--- config.mk ---
export PLATFORM = sky130hd
export DESIGN_NAME = wrca_sqrt
export DESIGN_NICKNAME = d
export VERILOG_FILES = /design/src/rtl/core/wrca_sqrt.sv
export SDC_FILE = /design/constraint.sdc
export NUM_CORES = 1
export LEC_CHECK = 0
export BUFFER_PORTS_ARGS = -buffer_cell sky130_fd_sc_hd__buf_2
export CORE_UTILIZATION = 32
export CTS_CLUSTER_SIZE = 40
export DETAILED_ROUTE_END_ITERATION = 8
export GPL_TIMING_DRIVEN = 1
export PLACE_DENSITY = 0.59
export SETUP_SLACK_MARGIN = 0.4
export SLEW_MARGIN = 30
export SYNTH_ARGS = -nofsm -noshare
export SYNTH_HDL_FRONTEND = slang
export SYNTH_SLANG_ARGS = --single-unit
--- constraint.sdc ---
create_clock -name clk -period 11.55 [get_ports clk]
set_input_delay 1.155 -clock clk [delete_from_list [all_inputs] [get_ports clk]]
set_output_delay 1.155 -clock clk [all_outputs]
set_load 0.01 [all_outputs]
--- src/rtl/core/wrca_sqrt.sv ---
// wrca_sqrt: digit-by-digit integer square root, one root bit per cycle.
// Standalone; used by windowed_rms_change_alarm on the mean square.
module wrca_sqrt #(
  parameter int IN_W = 40
) (
  input  logic                    clk,
  input  logic                    rst,
  input  logic                    start,
  input  logic [IN_W-1:0]         val,
  output logic                    done,
  output logic [(IN_W+1)/2-1:0]   root
);

  localparam int RT_W  = (IN_W + 1) / 2;
  localparam int CNT_W = $clog2(RT_W + 1);

  logic              busy;
  logic [CNT_W-1:0]  cnt;
  logic [2*RT_W-1:0] rad;
  logic [RT_W:0]     rem;
  logic [RT_W+2:0]   rem_t;
  logic [RT_W+2:0]   trial;
  logic [RT_W+2:0]   diff;

  assign rem_t = {rem, rad[2*RT_W-1 -: 2]};
  assign trial = {1'b0, root, 2'b01};
  assign diff  = rem_t - trial;

  always_ff @(posedge clk) begin
    if (rst) begin
      busy <= 1'b0;
      done <= 1'b0;
      cnt  <= '0;
    end else begin
      done <= 1'b0;
      if (start) begin
        busy <= 1'b1;
        cnt  <= CNT_W'(RT_W);
        rad  <= (2*RT_W)'(val);
        rem  <= '0;
        root <= '0;
      end else if (busy) begin
        rad <= {rad[2*RT_W-3:0], 2'b00};
        if (!diff[RT_W+2]) begin
          rem  <= diff[RT_W:0];
          root <= {root[RT_W-2:0], 1'b1};
        end else begin
          rem  <= rem_t[RT_W:0];
          root <= {root[RT_W-2:0], 1'b0};
        end
        cnt <= cnt - CNT_W'(1);
        if (cnt == CNT_W'(1)) begin
          busy <= 1'b0;
          done <= 1'b1;
        end
      end
    end
  end

endmodule

==> results.md <==
* #FFs+latches synth at 88
* Crit path DAT at 3.26 ns
* Syn Std Cell Area at 5137 sq um
* Routed vias at 3654
* EDFF count, synth at 81
* Period utilization at 27.83%
* Global route overflow at 0
* Crit. End Element: flop
* PD cells at 157.3 nW/um^2
* Top-level port count at 64
* Post-route DRC at 0
* Multi-input gate area at 2359 sq um
* Nets at 588
* YS warnings at 0
* GRT Util Overall at 13.90%
* Clock Path Buffers at 2
* Capture point of the worst reg-to-reg path: rem[19]$_SDFFCE_PP0P_
* Critical path required time at 11.60 ns
* Final TNS setup at 0 ns
* Yosys top cell by area: edfxtp_1
* Worst Setup Start Kind: flop
* RSZ-0062 raised after global routing: false
* Synth top area share at 47.35%
* Global-route wire length before repair at 18160 microns
* CTS resizes at 0
* Worst-path cell chain: ha_1 > a21oi_1 > nand3b_4 > o211ai_2 > o211ai_2 > a21oi_4 > xor2_4 > o311ai_0
* DRT Pass-1 Iters at 4
* I/O Buffers at 63
* Final core occ at 38.52%
* CTS buffer count at 9
* Commonest non-fill, non-tap cell in the layout: edfxtp_1
* Post-Syn Instances at 466
* Synth Area in Adders at 5.602%
* Worst VDD drop at 0.07391 mV
* Worst min path class: reg -> reg
* Sequential cell area fraction in the yosys report at 50.07%
* Largest family of logic cells by synthesized area: simple AND/OR/NAND/NOR gates
* Drt wl/cell at 14.62 microns
* Status: finished, final reports clean
* CTS tree: yes
* Vias per cell at 4.951
* Clock transition at path regs at 0.07 ns
* Fmax at 311.1 MHz
* Hold-fix buffers, CTS at 0
* Fillers at 1586
* Post-route antenna net violation count at 0
* Syn Area/Cell at 11.02 sq um
* Commonest non-fill, non-tap cells in the layout: edfxtp_1 (81), buf_2 (63), nor2_1 (46)
* # placed instances at 722
* Ant. Diodes at 0
* Pins Over Slew Limit at 0
* Final-report hold violation count at 0
* Crit. Startpoint: rem[3]$_SDFFCE_PP0P_
* Final Non-Filler Cells at 738
* Leak pwr at 0.002328 uW
* Worst-path fanout max at 18
* Initial antenna violation count at 0
* CP most frequent cell: o211ai_2
* Post-DP HPWL at 7498 microns
* Final instance area at 5942 sq um
* DR iter-0 viols at 255
* Largest net degree at the start of global routing at 75
* Initial Util at 33.30%
* Clk Latency, worst-skew pair at 0.34 ns
* Placed cell areas at 5645 sq um
* Simple-gate share of the synthesized area at 14.30%
* Vias in the first global route at 3765
* Crit path max-delay cell type: xor2_4
* Synthesized Nets at 532
* Root Buffer: clkbuf_16
* R2R depth at 8
* Total length of routed wires at 10790 microns
* Hold path startpoint: cnt[1]$_SDFFE_PP0P_
* Worst rel slew slack at 43.15%
* Post-CTS Setup Repair Bufs at 0
* Min Tclk post-route at 3.214 ns
* Critical path class: reg -> reg
* CP max stage delay at 0.70 ns
* Final Setup Violations at 0
* Synth Area in XOR/XNOR at 2.923%
* Hold worst-path end: cnt[1]$_SDFFE_PP0P_
* GP Congestion at 0.8096
* Chip width at 128.7 microns
* Area growth syn-to-layout at 15.66%
* Max-cap viol count at 0
* Main synth FF type: edfxtp_1
* Synth unique cells at 58
* Die Area at 16570 sq um
* Core area at 15430 sq um
* Share of layout cells above drive strength 1 at 25.24%
* Top post-synthesis cells by area: edfxtp_1 (47%), mux2_2 (8.8%), ha_1 (5.6%), mux2i_1 (3.7%), nor2_1 (3.4%)
* Worst Hold Depth at 2
* Die Ht at 128.7 microns
* H-tree depth at 3
* Worst-Margin Slew at 0.8514 ns
* R2R setup slack at 8.34 ns
* Row count at 45
* Post-synthesis mux area share at 12.47%
* Register area at 2572 sq um
* Hold slack at 0.5061 ns
* Post-synthesis async set-or-reset flop share at 0%
* Synth Area in Compound Gates at 10.47%
* Fin Clk Skew at 0.008146 ns
* R2r startpoint: rem[3]$_SDFFCE_PP0P_
* TritonCTS Sinks at 88
-- cells by family (layout without fill, tap and decap cells) --
logic type	Yosys count	in the layout
buffers and inverters	52	113
DFF	88	88
xor gates and xnor gates	15	15
adders and majority gates	23	23
AOI/OAI and AO/OA	75	75
and+or+nand+nor	154	154
muxes	59	59
-- metal layers --
| metal | share of wire [%] | track usage (%) | up-vias |
|---|---|---|---|
| li1 | - | - | 1814 |
| met4 | 1.3 | 4.152 | 0 |
| met2 | 47 | 22.99 | 95 |
| met1 | 45 | 17.43 | 1730 |
| met5 | 0 | 0 | - |
| met3 | 6.4 | 4.241 | 15 |
-- area by class of cell --
type / instances / share of cell area [%]
clock inverter: 6 / 1.137
multi-input combinational: 326 / 39.69
inverter: 32 / 2.021
sequential: 88 / 43.29
timing repair buffer: 65 / 5.559
clock buffer: 10 / 3.853
tap: 211 / 4.443
-- synth_stat cells (4+ instances only) --
cell type,number
o21ai_0,16
inv_1,31
a21oi_1,17
edfxtp_1,81
xnor2_1,8
clkbuf_1,14
mux2i_1,19
nor2_1,47
ha_1,23
o211ai_1,7
mux2_2,40
nand3_1,17
nand2_1,42
and2_1,5
nand2b_1,8
xor2_1,6
a21o_1,4
nor3_1,11
dfxtp_1,7
-- stage by stage --
stage                     worst slack [ns]  power (uW)
after global placement               7.832       638.3
after global routing                 8.086       983.8
after floorplan                      5.864       592.9
final                                8.336       934.9
after CTS                            8.138       944.2
after detailed placement             7.782       644.5
-- worst max-delay path: cells and delay by family, from the launching register on --
| family | cells | cell delay, ns |
|---|---|---|
| compound gates | 5 | 1.29 |
| xor+xnor | 1 | 0.70 |
| fa+ha+maj | 1 | 0.38 |
| flops | 1 | 0.42 |
| simple gates | 1 | 0.12 |
-- how the worst max path moves through the flow --
stage,end,cells after the start
after global placement,rem[13]$_SDFFCE_PP0P_,5
after CTS,rem[13]$_SDFFCE_PP0P_,5
after global routing,rem[19]$_SDFFCE_PP0P_,9
final,rem[19]$_SDFFCE_PP0P_,8
after floorplan,rad[0]$_SDFFCE_PN0P_,4
after detailed placement,rem[13]$_SDFFCE_PP0P_,5
-- flip-flops by register name, indices dropped and copies added (netlist names) --
| signal | flops |
|---|---|
| rad | 40 |
| rem | 21 |
| root | 20 |
| cnt | 5 |
| busy | 1 |
| done | 1 |
-- report_power, final --
group	internal, uW	leakage (uW)	switching (uW)
logic	102	0.00135	137
clock network	169	0.000139	128
registers	384	0.000841	15.0
total	655	0.00233	280
(Power assumes the default switching activity.)
