File: src/rtl/core/wrca_div.sv
// wrca_div: restoring divider, one quotient bit per cycle.
// Standalone; used by windowed_rms_change_alarm for sum / fill.
module wrca_div #(
  parameter int NUM_W = 40,
  parameter int DEN_W = 9
) (
  input  logic             clk,
  input  logic             rst,
  input  logic             start,
  input  logic [NUM_W-1:0] num,
  input  logic [DEN_W-1:0] den,
  output logic             done,
  output logic [NUM_W-1:0] quo
);

  localparam int CNT_W = $clog2(NUM_W + 1);

  logic             busy;
  logic [CNT_W-1:0] cnt;
  logic [DEN_W-1:0] rem;
  logic [DEN_W-1:0] den_q;
  logic [DEN_W:0]   rem_sh;
  logic [DEN_W:0]   rem_diff;

  assign rem_sh   = {rem, quo[NUM_W-1]};
  assign rem_diff = rem_sh - {1'b0, den_q};

  always_ff @(posedge clk) begin
    if (rst) begin
      busy <= 1'b0;
      done <= 1'b0;
      cnt  <= '0;
    end else begin
      done <= 1'b0;
      if (start) begin
        busy  <= 1'b1;
        cnt   <= CNT_W'(NUM_W);
        rem   <= '0;
        quo   <= num;
        den_q <= den;
      end else if (busy) begin
        if (!rem_diff[DEN_W]) begin
          rem <= rem_diff[DEN_W-1:0];
          quo <= {quo[NUM_W-2:0], 1'b1};
        end else begin
          rem <= rem_sh[DEN_W-1:0];
          quo <= {quo[NUM_W-2:0], 1'b0};
        end
        cnt <= cnt - CNT_W'(1);
        if (cnt == CNT_W'(1)) begin
          busy <= 1'b0;
          done <= 1'b1;
        end
      end
    end
  end

endmodule

File: config.mk
export PLATFORM = sky130hd
export DESIGN_NAME = wrca_div
export DESIGN_NICKNAME = d
export VERILOG_FILES = /design/src/rtl/core/wrca_div.sv
export SDC_FILE = /design/constraint.sdc
export NUM_CORES = 1
export LEC_CHECK = 0
export ABC_AREA = 1
export BUFFER_PORTS_ARGS = -buffer_cell sky130_fd_sc_hd__buf_2
export CORE_AREA = 4 4 83 85
export CTS_CLUSTER_DIAMETER = 40
export CTS_CLUSTER_SIZE = 40
export DETAILED_ROUTE_END_ITERATION = 7
export DIE_AREA = 0 0 87 89
export GPL_ROUTABILITY_DRIVEN = 0
export PLACE_DENSITY = 0.85
export SLEW_MARGIN = 10
export SYNTH_ARGS = -nofsm -noshare
export SYNTH_HDL_FRONTEND = slang
export SYNTH_SLANG_ARGS = --single-unit
File: constraint.sdc
create_clock -name clk -period 12.7 [get_ports clk]
set_clock_uncertainty 0.05 [all_clocks]
set_input_delay 2.54 -clock clk [delete_from_list [all_inputs] [get_ports clk]]
set_output_delay 2.54 -clock clk [all_outputs]
set_load 0.01 [all_outputs]
==> flow_metrics.env <==
export IMPL_outcome="finished, final reports clean"
export IMPL_synth_async_reset_ratio_pct=0
export IMPL_synth_ff_type="edfxtp_1"
export IMPL_syn2layout_area_growth_pct=23.69
export IMPL_yosysTopAreaCellShare_pct=51.61
export IMPL_grt_pass1_wl_um=12160
export IMPL_cts_resized=0
export IMPL_r2r_setup_slack_ns=10.39
export IMPL_grtUsageTotal_pct=20.42
export IMPL_nets=530
export IMPL_initial_core_util_pct=54.39
export IMPL_rsz0062_at_grt="false"
export IMPL_multi_input_area_um2=1303
export IMPL_cts_tree="yes"
export IMPL_ys_types=36
export IMPL_fp_dieW_um=87
export IMPL_worst_r2r_cell_count=9
export IMPL_avgSynthCellArea_um2=9.096
export IMPL_maxClockFrequency_mhz=220.3
export IMPL_clockRootBuffer="clkbuf_8"
export IMPL_n_antenna_cell=0
export IMPL_vias_per_cell=5.111
export IMPL_cap_viol_max_count=0
export IMPL_dr_pass1_iters=5
export IMPL_yosys_warnings=0
export IMPL_powerDensity_nw_per_um2=144.0
export IMPL_worstHoldStart="cnt[1]$_SDFFE_PP0P_"
export IMPL_holdCritPathClass="flop to flop"
export IMPL_synth_edff_count=58
export IMPL_drive_gt1_share_pct=28.03
export IMPL_max_slew_margin_pct=49.99
export IMPL_maxSlewViolCount=0
export IMPL_post_route_period_util_pct=35.74
export IMPL_fin_area_um2=4174
export IMPL_synth_common_cells="nand2_1 (159), edfxtp_1 (58), inv_1 (35)"
export IMPL_antenna_found_initial=0
export IMPL_hold_path_depth=2
export IMPL_antenna_left=0
export IMPL_htree_levels=3
export IMPL_path_cells="buf_2, clkinv_1, a21oi_4, buf_4"
export IMPL_setup_worst_path_end_class="flop"
export IMPL_num_vias=2801
export IMPL_critPathRequiredTime_ns=12.64
export IMPL_fp_row_count=29
export IMPL_min_period_ns=4.539
export IMPL_crit_path_max_incr_delay_ns=0.58
export IMPL_cp_max_fo=44
export IMPL_synth_area_leaders="edfxtp_1 (52%), nand2_1 (18%), dfxtp_1 (4.7%)"
export IMPL_core_area_um2=6205
export IMPL_seq_area_frac_synth_pct=56.36
export IMPL_worstMarginPinSlew_ns=0.7502
export IMPL_cp_start_kind="primary input"
export IMPL_die_area_um2=7743
export IMPL_clock_sinks=66
export IMPL_vdd_ir_drop_max_uv=122.3
export IMPL_dp_hpwl_um=5542
export IMPL_io_pins=93
export IMPL_synth_most_common_cell="nand2_1"
export IMPL_wire_per_inst_um=13.91
export IMPL_die_y_um=89
export IMPL_path_clk_slew_ns=0.07
export IMPL_worstSetupPathType="primary input to flop"
export IMPL_min_delay_worst_endpoint="cnt[1]$_SDFFE_PP0P_"
export IMPL_insertion_delay_ns=0.34
export IMPL_placed_cell_area_um2=3919
export IMPL_crit_arrival_ns=4.48
export IMPL_seq_area_um2=1902
export IMPL_first_global_vias=2601
export IMPL_fill_cells=461
export IMPL_grt_max_degree=52
export IMPL_ys_seq_elements=66
export IMPL_tns_ns=0
export IMPL_synth_nets=435
export IMPL_io_buffers=92
export IMPL_setup_violations=0
export IMPL_cts_setup_buffers=0
export IMPL_ctsHoldBuffers=0
export IMPL_rr_startpoint="quo[39]$_DFFE_PP_"
export IMPL_hold_viol_final=0
export IMPL_drc=0
export IMPL_netlist_area_um2=3374
export IMPL_grt_overflow=0
export IMPL_p_leak_uw=0.002058
export IMPL_syn_inst=371
export IMPL_netlist_top_cell_by_area="edfxtp_1"
export IMPL_drtIter0Drc=289
export IMPL_cts_buffers=9
export IMPL_wl_um=7624
export IMPL_crit_slowest_cell="buf_2"
export IMPL_cts_path_max_buffers=2
export IMPL_timing_rr_end="rem[6]$_SDFFCE_PP0P_"
export IMPL_critPathLaunch="start"
==> where the power goes <==
part,internal (uW),switching (uW),leakage (uW),total (uW)
combinational,41.0,69.2,0.00131,110
sequential,256,9.75,0.000623,266
clock,148,76.7,0.000126,225
==> cell usage in the layout (no fill, tap or decap), types with 2 or more instances in the layout <==
cell / count
buf_4: 2
inv_2: 2
dfxtp_1: 8
clkinv_1: 4
nand2_4: 2
a21oi_4: 2
edfxtp_1: 58
buf_2: 92
nand2_1: 159
xor2_1: 4
clkbuf_8: 9
o21bai_1: 2
ha_1: 11
nor2_2: 8
inv_1: 35
a31oi_1: 2
a21oi_1: 3
bufinv_16: 4
o21ai_1: 2
nor2_1: 26
nand2_2: 4
nand3_1: 15
nor3_1: 2
==> logic make-up after synthesis <==
logic type / Yosys count / synth area share (%)
buffers and inverters: 48 / 5.376
DFF: 66 / 56.36
and+or+nand+nor: 225 / 29.29
adders and majority gates: 12 / 4.672
AOI/OAI and AO/OA: 16 / 3.263
xor gates and xnor gates: 4 / 1.038
==> through the flow <==
step | hold slack, ns | setup slack [ns] | utilization [%] | std cells | power, uW
detailed placement | 0.4635 | 7.854 | 63.16 | 532 | 379.0
CTS | 0.4744 | 8.177 | 67.27 | 548 | 603.1
global placement | 0.4455 | 7.889 | 63.16 | 532 | 374.7
finish | 0.4815 | 8.161 | 67.27 | 548 | 601.1
floorplan | 0.4189 | 6.862 | - | 371 | 344.6
global route | 0.5103 | 8.013 | 67.27 | 548 | 630.0
==> worst max-delay path: cells and delay by family <==
kind	cells	cell delay [ns]
AO/OA/AOI/OAI	1	0.54
buffers and inverters	3	1.38
==> worst max-delay path by stage <==
| stage | endpoint | cells past startpoint | slack (ns) |
|---|---|---|---|
| 6_report | quo[27]$_DFFE_PP_ | 4 | 8.16 |
| 5_1_grt | den_q[0]$_DFFE_PP_ | 4 | 8.01 |
| 4_1_cts | den_q[0]$_DFFE_PP_ | 4 | 8.18 |
| 3_5_place_dp | den_q[0]$_DFFE_PP_ | 4 | 7.85 |
| 3_3_place_gp | quo[12]$_DFFE_PP_ | 4 | 7.89 |
| 2_1_floorplan | quo[0]$_DFFE_PP_ | 3 | 6.86 |
==> area by class of cell <==
class	count	area share (%)
clock buffers	9	2.968
clock inverters	7	3.147
inverters	38	3.417
multi-input cells	257	31.21
flip-flops and latches	66	45.56
well taps	77	2.308
repair buffers	94	11.39
==> state kept, by name (all words and copies together), names as in the netlist <==
| register | cells |
|---|---|
| quo | 40 |
| den_q | 9 |
| rem | 9 |
| cnt | 6 |
| busy | 1 |
| done | 1 |
==> per-layer routing <==
metal | vias to the layer above | track usage [%] | routed length, um
met5 | - | 0 | 0
met4 | 0 | 5.807 | 80
met3 | 10 | 6.083 | 731
met2 | 139 | 34.30 | 3789
met1 | 1276 | 25.75 | 3022
li1 | 1376 | - | -
Power figures use the tool's default switching activity.
